### src/design/jdp_pkg.sv
// ----------------------------------------------------------------------------
// jdp_pkg: shared types and constants for the joystick packetizer
// Field widths, register indexes, sequencer states and the axis flag bundle.
// ----------------------------------------------------------------------------
package jdp_pkg;

  // Converter reading width on the ports, and the rail resolution default
  localparam int SAMPLE_W      = 12;
  localparam int ADC_BITS_DEF  = 12;

  // Output scale: magnitudes run 0..255, one sign bit on top
  localparam int SCALE_SHIFT   = 8;
  localparam int CMD_W         = SCALE_SHIFT + 1;
  localparam int MAG_W         = SCALE_SHIFT;
  localparam logic [MAG_W-1:0] MAG_MAX = '1;

  // Dividend is excess * 255, excess never wider than a sample
  localparam int DVD_W         = SAMPLE_W + SCALE_SHIFT;

  // One quotient bit above the 8-bit range flags saturation
  localparam int QUO_W         = SCALE_SHIFT + 1;

  // Configuration registers
  localparam int CENTER_W      = 12;
  localparam int DZ_W          = 11;
  localparam int INTERVAL_W    = 16;
  localparam int TIME_W        = 32;
  localparam int CFG_DATA_W    = 16;
  localparam int CFG_IDX_W     = 3;

  localparam logic [CFG_IDX_W-1:0] REG_X_CENTER    = 3'd0;
  localparam logic [CFG_IDX_W-1:0] REG_Y_CENTER    = 3'd1;
  localparam logic [CFG_IDX_W-1:0] REG_DEAD_ZONE   = 3'd2;
  localparam logic [CFG_IDX_W-1:0] REG_SEND_PERIOD = 3'd3;

  localparam logic [CENTER_W-1:0]   X_CENTER_RST  = 12'd2790;
  localparam logic [CENTER_W-1:0]   Y_CENTER_RST  = 12'd2330;
  localparam logic [DZ_W-1:0]       DEAD_ZONE_RST = 11'd300;
  localparam logic [INTERVAL_W-1:0] INTERVAL_RST  = 16'd50;

  typedef enum logic [1:0] {
    ST_IDLE,
    ST_PREP,
    ST_DIV,
    ST_DECIDE
  } seq_state_t;

  // Per-axis classification from the offset stage
  typedef struct packed {
    logic zero;  // inside dead zone or no excess: magnitude 0
    logic sat;   // span not positive: magnitude full scale, no divide
    logic neg;   // offset on the negative side
  } axis_flags_t;

endpackage

### src/design/joystick_deadzone_packetizer.sv
// ----------------------------------------------------------------------------
// joystick_deadzone_packetizer: dead-zone scaling and change-driven packets
// Scales two joystick axes to -255..255 and emits a packet on change or
// after the resend interval.
// ----------------------------------------------------------------------------
// The send decision for a sample transaction follows acceptance: per axis,
// the offset stage forms the centre offset in ST_PREP, then the shared
// restoring divider (one quotient bit per cycle) works out the magnitude in
// ST_DIV and hands the result back; ST_DECIDE then settles whether a packet
// goes out. The next sample is accepted only once the sequencer is back in
// ST_IDLE. An axis inside the dead zone, or one whose span is not positive,
// skips the divider. The single divider, used first for throttle and then
// for steering, limits how closely samples can follow each other. in_stall
// stays high from acceptance until the decision is made; a packet waiting
// in the output register does not block the next sample, but a new packet
// is held back until the previous one is taken.
// Configuration writes take effect at once and must only be made while
// the block is idle.
// ----------------------------------------------------------------------------
module joystick_deadzone_packetizer #(
  parameter int ADC_BITS = jdp_pkg::ADC_BITS_DEF
) (
  input  logic                              clk,
  input  logic                              rst,
  // configuration write port
  input  logic                              cfg_we,
  input  logic [jdp_pkg::CFG_IDX_W-1:0]     cfg_index,
  input  logic [jdp_pkg::CFG_DATA_W-1:0]    cfg_data,
  // sample channel
  input  logic                              in_valid,
  output logic                              in_stall,
  input  logic [jdp_pkg::SAMPLE_W-1:0]      x_sample,
  input  logic [jdp_pkg::SAMPLE_W-1:0]      y_sample,
  input  logic                              button_level,
  input  logic [jdp_pkg::TIME_W-1:0]        now_ms,
  // packet channel
  output logic                              out_valid,
  input  logic                              out_stall,
  output logic signed [jdp_pkg::CMD_W-1:0]  throttle,
  output logic signed [jdp_pkg::CMD_W-1:0]  steering,
  output logic                              inverted_mode
);

  localparam int DIV_W = (ADC_BITS > jdp_pkg::SAMPLE_W) ? ADC_BITS : jdp_pkg::SAMPLE_W;

  // configuration registers
  logic [jdp_pkg::CENTER_W-1:0]   x_center;
  logic [jdp_pkg::CENTER_W-1:0]   y_center;
  logic [jdp_pkg::DZ_W-1:0]       dead_zone;
  logic [jdp_pkg::INTERVAL_W-1:0] send_interval_ms;

  // persistent state
  logic                              steer_inverted;
  logic                              prev_button;
  logic signed [jdp_pkg::CMD_W-1:0]  prev_throttle;
  logic signed [jdp_pkg::CMD_W-1:0]  prev_steering;
  logic                              sent_any;
  logic [jdp_pkg::TIME_W-1:0]        last_send_ms;

  // held sample and per-item working values
  logic [jdp_pkg::SAMPLE_W-1:0]      x_hold, y_hold;
  logic [jdp_pkg::TIME_W-1:0]        now_hold;
  logic                              axis_sel;
  logic signed [jdp_pkg::CMD_W-1:0]  thr_val, str_val;

  jdp_pkg::seq_state_t state, state_next;

  // offset stage and divider
  jdp_pkg::axis_flags_t              flags;
  logic [jdp_pkg::DVD_W-1:0]         dividend;
  logic [DIV_W-1:0]                  divisor;
  logic                              div_start, div_done;
  logic [jdp_pkg::MAG_W-1:0]         div_mag;

  // sequencer controls
  logic                              accept;
  logic                              axis_store;
  logic                              send, send_load;
  logic [jdp_pkg::MAG_W-1:0]         mag_sel;
  logic signed [jdp_pkg::CMD_W-1:0]  mag_pos, mag_neg;
  logic [jdp_pkg::TIME_W-1:0]        elapsed;

  // Configuration writes; indexes beyond the list are ignored
  always_ff @(posedge clk) begin
    if (rst) begin
      x_center         <= jdp_pkg::X_CENTER_RST;
      y_center         <= jdp_pkg::Y_CENTER_RST;
      dead_zone        <= jdp_pkg::DEAD_ZONE_RST;
      send_interval_ms <= jdp_pkg::INTERVAL_RST;
    end else if (cfg_we) begin
      unique case (cfg_index)
        jdp_pkg::REG_X_CENTER:    x_center         <= cfg_data[jdp_pkg::CENTER_W-1:0];
        jdp_pkg::REG_Y_CENTER:    y_center         <= cfg_data[jdp_pkg::CENTER_W-1:0];
        jdp_pkg::REG_DEAD_ZONE:   dead_zone        <= cfg_data[jdp_pkg::DZ_W-1:0];
        jdp_pkg::REG_SEND_PERIOD: send_interval_ms <= cfg_data[jdp_pkg::INTERVAL_W-1:0];
        default: ;
      endcase
    end
  end

  // Offset stage works on throttle first, then steering
  jdp_axis_prep #(
    .ADC_BITS (ADC_BITS)
  ) u_prep (
    .sample    (axis_sel ? y_hold : x_hold),
    .center    (axis_sel ? y_center : x_center),
    .dead_zone (dead_zone),
    .flags     (flags),
    .dividend  (dividend),
    .divisor   (divisor)
  );

  jdp_scale_div #(
    .ADC_BITS (ADC_BITS)
  ) u_div (
    .clk      (clk),
    .rst      (rst),
    .start    (div_start),
    .dividend (dividend),
    .divisor  (divisor),
    .done     (div_done),
    .mag      (div_mag)
  );

  // Magnitude of the axis being finished: fixed value when no divide was made
  always_comb begin
    if (state == jdp_pkg::ST_PREP) begin
      mag_sel = flags.sat ? jdp_pkg::MAG_MAX : '0;
    end else begin
      mag_sel = div_mag;
    end
    mag_pos = $signed({1'b0, mag_sel});
    mag_neg = -mag_pos;
  end

  // Send when a value changed, on the first packet, or when the interval ran out
  always_comb begin
    elapsed = now_hold - last_send_ms;
    send    = !sent_any || (thr_val != prev_throttle) || (str_val != prev_steering) ||
              (elapsed > jdp_pkg::TIME_W'(send_interval_ms));
  end

  // Next state
  always_comb begin
    state_next = state;
    unique case (state)
      jdp_pkg::ST_IDLE: begin
        if (in_valid) state_next = jdp_pkg::ST_PREP;
      end
      jdp_pkg::ST_PREP: begin
        if (flags.zero || flags.sat) begin
          state_next = axis_sel ? jdp_pkg::ST_DECIDE : jdp_pkg::ST_PREP;
        end else begin
          state_next = jdp_pkg::ST_DIV;
        end
      end
      jdp_pkg::ST_DIV: begin
        if (div_done) state_next = axis_sel ? jdp_pkg::ST_DECIDE : jdp_pkg::ST_PREP;
      end
      jdp_pkg::ST_DECIDE: begin
        if (!send || !out_valid || !out_stall) state_next = jdp_pkg::ST_IDLE;
      end
      default: state_next = jdp_pkg::ST_IDLE;
    endcase
  end

  // Sequencer outputs
  always_comb begin
    in_stall   = (state != jdp_pkg::ST_IDLE);
    accept     = in_valid && !in_stall;
    div_start  = (state == jdp_pkg::ST_PREP) && !flags.zero && !flags.sat;
    axis_store = ((state == jdp_pkg::ST_PREP) && (flags.zero || flags.sat)) ||
                 ((state == jdp_pkg::ST_DIV) && div_done);
    // hold a new packet until the output register is free or being drained
    send_load  = (state == jdp_pkg::ST_DECIDE) && send && (!out_valid || !out_stall);
  end

  always_ff @(posedge clk) begin
    if (rst) begin
      state <= jdp_pkg::ST_IDLE;
    end else begin
      state <= state_next;
    end
  end

  // Button edge detection and axis sequencing
  always_ff @(posedge clk) begin
    if (rst) begin
      steer_inverted <= 1'b0;
      prev_button    <= 1'b1;
      axis_sel       <= 1'b0;
    end else begin
      if (accept) begin
        // falling edge of the active-low button toggles inversion
        if (prev_button && !button_level) steer_inverted <= !steer_inverted;
        prev_button <= button_level;
        axis_sel    <= 1'b0;
      end else if (axis_store && !axis_sel) begin
        axis_sel <= 1'b1;
      end
    end
  end

  // Hold the sample for the whole transaction
  always_ff @(posedge clk) begin
    if (accept) begin
      x_hold   <= x_sample;
      y_hold   <= y_sample;
      now_hold <= now_ms;
    end
  end

  // Throttle is negated; steering is negated while inverted
  always_ff @(posedge clk) begin
    if (axis_store) begin
      if (!axis_sel) begin
        thr_val <= flags.neg ? mag_pos : mag_neg;
      end else begin
        str_val <= (flags.neg ^ steer_inverted) ? mag_neg : mag_pos;
      end
    end
  end

  // Last-sent values advance only when a packet goes out
  always_ff @(posedge clk) begin
    if (rst) begin
      prev_throttle <= '0;
      prev_steering <= '0;
      sent_any      <= 1'b0;
      last_send_ms  <= '0;
    end else if (send_load) begin
      prev_throttle <= thr_val;
      prev_steering <= str_val;
      sent_any      <= 1'b1;
      last_send_ms  <= now_hold;
    end
  end

  // Output register
  always_ff @(posedge clk) begin
    if (rst) begin
      out_valid <= 1'b0;
    end else if (send_load) begin
      out_valid <= 1'b1;
    end else if (!out_stall) begin
      out_valid <= 1'b0;
    end
  end

  always_ff @(posedge clk) begin
    if (send_load) begin
      throttle      <= thr_val;
      steering      <= str_val;
      inverted_mode <= steer_inverted;
    end
  end

  // The divider only finishes while the sequencer waits on it
  a_div_done_in_div: assert property (@(posedge clk) disable iff (rst)
    div_done |-> (state == jdp_pkg::ST_DIV))
    else $error("divider finished outside the divide state");

  // A pending packet implies the first send has been recorded
  a_valid_after_send: assert property (@(posedge clk) disable iff (rst)
    out_valid |-> sent_any)
    else $error("packet valid without a recorded send");

  // A new packet only appears out of the send decision
  a_packet_from_decide: assert property (@(posedge clk) disable iff (rst)
    $rose(out_valid) |-> ($past(state) == jdp_pkg::ST_DECIDE))
    else $error("packet raised outside the send decision");

endmodule

### src/design/jdp_axis_prep.sv
// ----------------------------------------------------------------------------
// jdp_axis_prep: centre offset and dead-zone classification for one axis
// Forms the scaled dividend (excess * 255) and the span divisor.
// ----------------------------------------------------------------------------
module jdp_axis_prep #(
  parameter int ADC_BITS = jdp_pkg::ADC_BITS_DEF
) (
  input  logic [jdp_pkg::SAMPLE_W-1:0]  sample,
  input  logic [jdp_pkg::CENTER_W-1:0]  center,
  input  logic [jdp_pkg::DZ_W-1:0]      dead_zone,
  output jdp_pkg::axis_flags_t          flags,
  output logic [jdp_pkg::DVD_W-1:0]     dividend,
  output logic [((ADC_BITS > jdp_pkg::SAMPLE_W) ? ADC_BITS : jdp_pkg::SAMPLE_W)-1:0] divisor
);

  localparam int DIV_W  = (ADC_BITS > jdp_pkg::SAMPLE_W) ? ADC_BITS : jdp_pkg::SAMPLE_W;
  localparam int CALC_W = ((ADC_BITS > 13) ? ADC_BITS : 13) + 2;
  localparam logic signed [CALC_W-1:0] RAIL = CALC_W'((64'd1 << ADC_BITS) - 64'd1);

  logic signed [CALC_W-1:0] s_v, c_v, dz_v;
  logic signed [CALC_W-1:0] diff, mag, excess, span;
  logic                     pos, below;
  logic [jdp_pkg::SAMPLE_W-1:0] ex_n;

  always_comb begin
    s_v    = $signed(CALC_W'(sample));
    c_v    = $signed(CALC_W'(center));
    dz_v   = $signed(CALC_W'(dead_zone));
    diff   = s_v - c_v;
    mag    = diff[CALC_W-1] ? -diff : diff;
    below  = mag < dz_v;
    pos    = !diff[CALC_W-1] && (diff != '0);
    excess = pos ? (diff - dz_v) : (-diff - dz_v);
    span   = pos ? (RAIL - c_v - dz_v) : (c_v - dz_v);

    flags.zero = below || (excess == '0);
    flags.sat  = !flags.zero && (span[CALC_W-1] || (span == '0));
    flags.neg  = !pos;

    // excess never exceeds a sample magnitude once outside the dead zone
    ex_n     = excess[jdp_pkg::SAMPLE_W-1:0];
    dividend = {ex_n, jdp_pkg::SCALE_SHIFT'(0)} - jdp_pkg::DVD_W'(ex_n);
    divisor  = span[DIV_W-1:0];
  end

endmodule

### src/design/jdp_scale_div.sv
// ----------------------------------------------------------------------------
// jdp_scale_div: shared restoring divider, one quotient bit per cycle
// Nine steps; a set top quotient bit saturates the magnitude at 255.
// ----------------------------------------------------------------------------
module jdp_scale_div #(
  parameter int ADC_BITS = jdp_pkg::ADC_BITS_DEF
) (
  input  logic                          clk,
  input  logic                          rst,
  input  logic                          start,
  input  logic [jdp_pkg::DVD_W-1:0]     dividend,
  input  logic [((ADC_BITS > jdp_pkg::SAMPLE_W) ? ADC_BITS : jdp_pkg::SAMPLE_W)-1:0] divisor,
  output logic                          done,
  output logic [jdp_pkg::MAG_W-1:0]     mag
);

  localparam int DIV_W = (ADC_BITS > jdp_pkg::SAMPLE_W) ? ADC_BITS : jdp_pkg::SAMPLE_W;
  localparam int CMP_W = DIV_W + jdp_pkg::SCALE_SHIFT;
  localparam int CNT_W = $clog2(jdp_pkg::QUO_W);

  logic                       busy;
  logic [CNT_W-1:0]           cnt;
  logic [CMP_W-1:0]           rem, dsh;
  logic [jdp_pkg::QUO_W-1:0]  quo;
  logic                       fits;

  assign fits = rem >= dsh;

  always_ff @(posedge clk) begin
    if (rst) begin
      busy <= 1'b0;
      done <= 1'b0;
      cnt  <= '0;
    end else begin
      done <= 1'b0;
      if (start) begin
        busy <= 1'b1;
        cnt  <= CNT_W'(jdp_pkg::QUO_W - 1);
      end else if (busy) begin
        cnt <= cnt - 1'b1;
        if (cnt == '0) begin
          busy <= 1'b0;
          done <= 1'b1;
        end
      end
    end
  end

  always_ff @(posedge clk) begin
    if (start) begin
      rem <= CMP_W'(dividend);
      dsh <= {divisor, jdp_pkg::SCALE_SHIFT'(0)};
      quo <= '0;
    end else if (busy) begin
      if (fits) begin
        rem <= rem - dsh;
      end
      dsh <= dsh >> 1;
      quo <= {quo[jdp_pkg::QUO_W-2:0], fits};
    end
  end

  assign mag = quo[jdp_pkg::QUO_W-1] ? jdp_pkg::MAG_MAX : quo[jdp_pkg::MAG_W-1:0];

endmodule
### config.mk
export PLATFORM = sky130hd
export DESIGN_NAME = joystick_deadzone_packetizer
export DESIGN_NICKNAME = d
export VERILOG_FILES = /design/src/design/jdp_pkg.sv /design/src/design/joystick_deadzone_packetizer.sv /design/src/design/jdp_axis_prep.sv /design/src/design/jdp_scale_div.sv
export SDC_FILE = /design/constraint.sdc
export NUM_CORES = 1
export LEC_CHECK = 0
export ABC_AREA = 0
export BUFFER_PORTS_ARGS = -buffer_cell sky130_fd_sc_hd__buf_2
export CORE_MARGIN = 5
export CORE_UTILIZATION = 50
export CTS_BUF_LIST = sky130_fd_sc_hd__clkbuf_2
export DETAILED_ROUTE_END_ITERATION = 12
export GPL_ROUTABILITY_DRIVEN = 0
export PLACE_DENSITY_LB_ADDON = 0.12
export SLEW_MARGIN = 20
export SYNTH_ARGS = -nofsm -noshare
export SYNTH_HDL_FRONTEND = slang
export SYNTH_SLANG_ARGS = --single-unit
### constraint.sdc
create_clock -name clk -period 7.8 [get_ports clk]
set_input_delay 0.78 -clock clk [delete_from_list [all_inputs] [get_ports clk]]
set_output_delay 0.78 -clock clk [all_outputs]
set_load 0.02 [all_outputs]
==> flow_metrics.env <==
export IMPL_status="completed"
export IMPL_clock_skew_ns=0.07528
export IMPL_cts_htree_levels=3
export IMPL_area_delta_synth_final_pct=15.65
export IMPL_use_met1_pct=28.03
export IMPL_ys_seq_area_share_pct=38.49
export IMPL_rows=66
export IMPL_cts_inserted_buffers=71
export IMPL_synth_area_um2=16560
export IMPL_drc=0
export IMPL_gr_usage_met3_pct=4.017
export IMPL_ant_nets=0
export IMPL_crit_buf_inv=3
export IMPL_grt_busiest_layer="met2"
export IMPL_grt_pass1_vias=13312
export IMPL_final_common_cell="nor2_1"
export IMPL_cp_arrival_ns=7.90
export IMPL_final_cell_mix="162 x nor2_1, 138 x mux2i_1, 137 x nand2_1, 136 x inv_1, 131 x ha_1"
export IMPL_fmax_mhz=137.5
export IMPL_fin_util_pct=58.73
export IMPL_cts_sinks=256
export IMPL_synthFlopType="dfxtp_1"
export IMPL_hold_class="in -> reg"
export IMPL_peakVddDrop_mv=0.3894
export IMPL_setup_violations=0
export IMPL_place_area_um2=17650
export IMPL_slew_violations=0
export IMPL_routedWlPerCell_um=16.13
export IMPL_clk_latency_ns=0.95
export IMPL_synth_nets=1991
export IMPL_async_reset_ff_share_pct=0
export IMPL_cts_buffer_depth=3
export IMPL_dieArea_um2=36870
export IMPL_critical_path_class="reg -> reg"
export IMPL_tritoncts="built"
export IMPL_viasPerCell=5.433
export IMPL_die_x_um=192.0
export IMPL_portBuffers=101
export IMPL_crit_top_cell="ha_1"
export IMPL_grt_overflow=0
export IMPL_num_fill_cells=2869
export IMPL_hpwl_mm=29.37
export IMPL_worstSetupStartpointType="flop"
export IMPL_min_period_ns=7.271
export IMPL_end_kind="flop"
export IMPL_ios=102
export IMPL_crit_slowest_cell="or4b_4"
export IMPL_cp_top_family="compound AO/OA/AOI/OAI gates"
export IMPL_synth_edff_count=125
export IMPL_synth_distinct_cells=82
export IMPL_drt_wl_total_mm=40.04
export IMPL_fin_area_um2=19160
export IMPL_synth_seq_cells=256
export IMPL_crit_fanout=11
export IMPL_setup_tns_final_ns=0
export IMPL_min_period_over_period_pct=93.22
export IMPL_finalHoldViolations=0
export IMPL_antenna_found_initial=2
export IMPL_drtIter0Drc=725
export IMPL_worst_pin_slew_ns=1.074
export IMPL_start_util_pct=50.78
export IMPL_syn_instance_count=1773
export IMPL_syn_avg_cell_area_um2=9.343
export IMPL_final_net_count=2197
export IMPL_die_height_um=192.0
export IMPL_root_buffer="clkbuf_2"
export IMPL_core_area_um2=32620
export IMPL_dp_cells=2283
export IMPL_slew_headroom_pct=28.37
export IMPL_grt_pass1_wl_mm=65.57
export IMPL_p_per_area_nw_per_um2=419.8
export IMPL_drive_gt1_share_pct=15.51
export IMPL_finalWorstSetupSlack_ns=0.5291
export IMPL_required_ns=8.43
export IMPL_grt_max_degree=68
export IMPL_dp_slack_ns=-0.08669
export IMPL_synth_warnings=0
export IMPL_critPathMaxStageDelay_ns=0.56
export IMPL_grt_util_met2_pct=36.90
export IMPL_path_clk_slew_ns=0.09
export IMPL_cap_violations=0
export IMPL_instances_no_fill=2482
export IMPL_leakagePower_nw=7.755
export IMPL_grt_usage_pct=21.81
export IMPL_vias=13484
export IMPL_first_pass_iters=5
where the power goes:
| group | total [W] | internal [W] | switching, W |
|---|---|---|---|
| logic | 0.00498 | 0.00213 | 0.00285 |
| clock network | 0.00112 | 0.000527 | 0.000589 |
| registers | 0.00195 | 0.00181 | 0.000141 |
layout make-up:
class / instances / area (um2) / area share, %
Multi-Input combinational cell: 1309 / 9499 / 49.59
Sequential cell: 256 / 6380 / 33.30
Timing Repair Buffer: 203 / 1428 / 7.452
Tap cell: 442 / 553.0 / 2.887
Inverter: 138 / 518.0 / 2.704
Clock buffer: 102 / 510.5 / 2.665
Clock inverter: 29 / 261.5 / 1.365
Antenna cell: 3 / 7.507 / 0.03919
cells by family after synthesis:
| logic type | count (synthesis) | synth area share, % |
|---|---|---|
| AO/OA/AOI/OAI | 400 | 15.93 |
| adder cells (fa/ha/maj) | 137 | 10.62 |
| AND/OR/NAND/NOR | 489 | 13.75 |
| multiplexers | 160 | 9.827 |
| flip-flops | 256 | 38.49 |
| XOR/XNOR | 122 | 6.451 |
| buffers and inverters | 209 | 4.925 |
flip-flops by register name, summed over array words and instances (netlist names), 2 cells and up:
register,flops
thr_val,9
u_div.cnt,4
last_send_ms,32
u_div.dsh,20
send_interval_ms,16
y_hold,12
dead_zone,11
y_center,12
state,2
prev_steering,9
str_val,9
steering,9
throttle,9
prev_throttle,9
x_hold,12
u_div.quo,9
x_center,12
now_hold,32
u_div.rem,20
per-layer routing:
metal	routed length, um	up-vias	share of wire (%)
met2	19010	294	47
met3	1673	67	4.2
met4	1026	0	2.6
met1	18330	6301	46
li1	-	6822	-
met5	0	-	0
path summary, 6_finish.rpt:
check                       start                   end  slack [ns]  cells after the start
max reg2reg              axis_sel         u_div.rem[18]        0.53                     27
max                      axis_sel         u_div.rem[18]        0.53                     27
min                  cfg_data[15]  send_interval_ms[15]        0.14                      3
min reg2reg  send_interval_ms[15]  send_interval_ms[15]        0.46                      2
cells in the mapped netlist, types with 9 or more instances:
master      n  share of area, %
o211ai_1   15              0.68
a211oi_1   15              0.68
nor4_1     14              0.53
o21bai_1   11              0.50
clkbuf_1   49               1.1
a31oi_1    31               1.2
and3_1     17              0.64
nor3_1     25              0.76
dfxtp_1   131                16
nand3_1    29              0.88
a21o_1     28               1.3
nor2b_1    16              0.60
ha_1      131               9.9
inv_1     136               3.1
nand2b_1   18              0.68
a21oi_1   106               3.2
edfxtp_1  125                23
o31ai_1    18              0.82
xnor2_1    76               4.0
o21a_1     25               1.1
nor2_1    166               3.8
o22a_1     10              0.53
xor2_1     46               2.4
buf_2      13              0.39
nand4_1     9              0.34
nand2_1   138               3.1
mux2i_1   139               8.4
o21ai_0    71               2.1
mux2_2     15               1.0
or3_1      11              0.42
and2_1     13              0.49
or2_2      10              0.38
repair_timing:
| action | in CTS | in global routing |
|---|---|---|
| pin swaps | 0 | 1 |
| setup endpoints to repair | 73 | 121 |
| gates resized for setup | 1 | 20 |
| hold buffers | 61 | 0 |
| cloned | 0 | 1 |
| hold endpoints to repair | 61 | 0 |
| buffers inserted | 0 | 3 |
worst reg2reg max path: stages, from the launching register on:
cell       delay (ns)
dfxtp_4          0.48
buf_4            0.19
mux2_2           0.34
ha_1             0.41
a21o_1           0.24
a221oi_2         0.36
xnor2_1          0.15
nor4_1           0.33
or4b_4           0.56
o31ai_4          0.37
buf_4            0.18
nand2_1          0.04
o21ai_1          0.12
ha_1             0.26
nor2b_1          0.14
o31a_1           0.27
o31a_1           0.28
o2111ai_1        0.24
nand3_1          0.16
xor2_2           0.28
inv_1            0.09
ha_1             0.36
a21oi_1          0.17
o31ai_1          0.11
a221o_1          0.38
nor4_2           0.20
xnor2_1          0.17
mux2i_1          0.10
through the flow:
stage	hold slack [ns]	power (W)
after floorplan	0.4337	0.005625
after global placement	0.4453	0.006714
after detailed placement	0.4487	0.006802
after CTS	0.02697	0.007994
after global routing	0.04657	0.008735
final	0.1443	0.008043
Note: power is estimated with default switching activity, not from simulation.
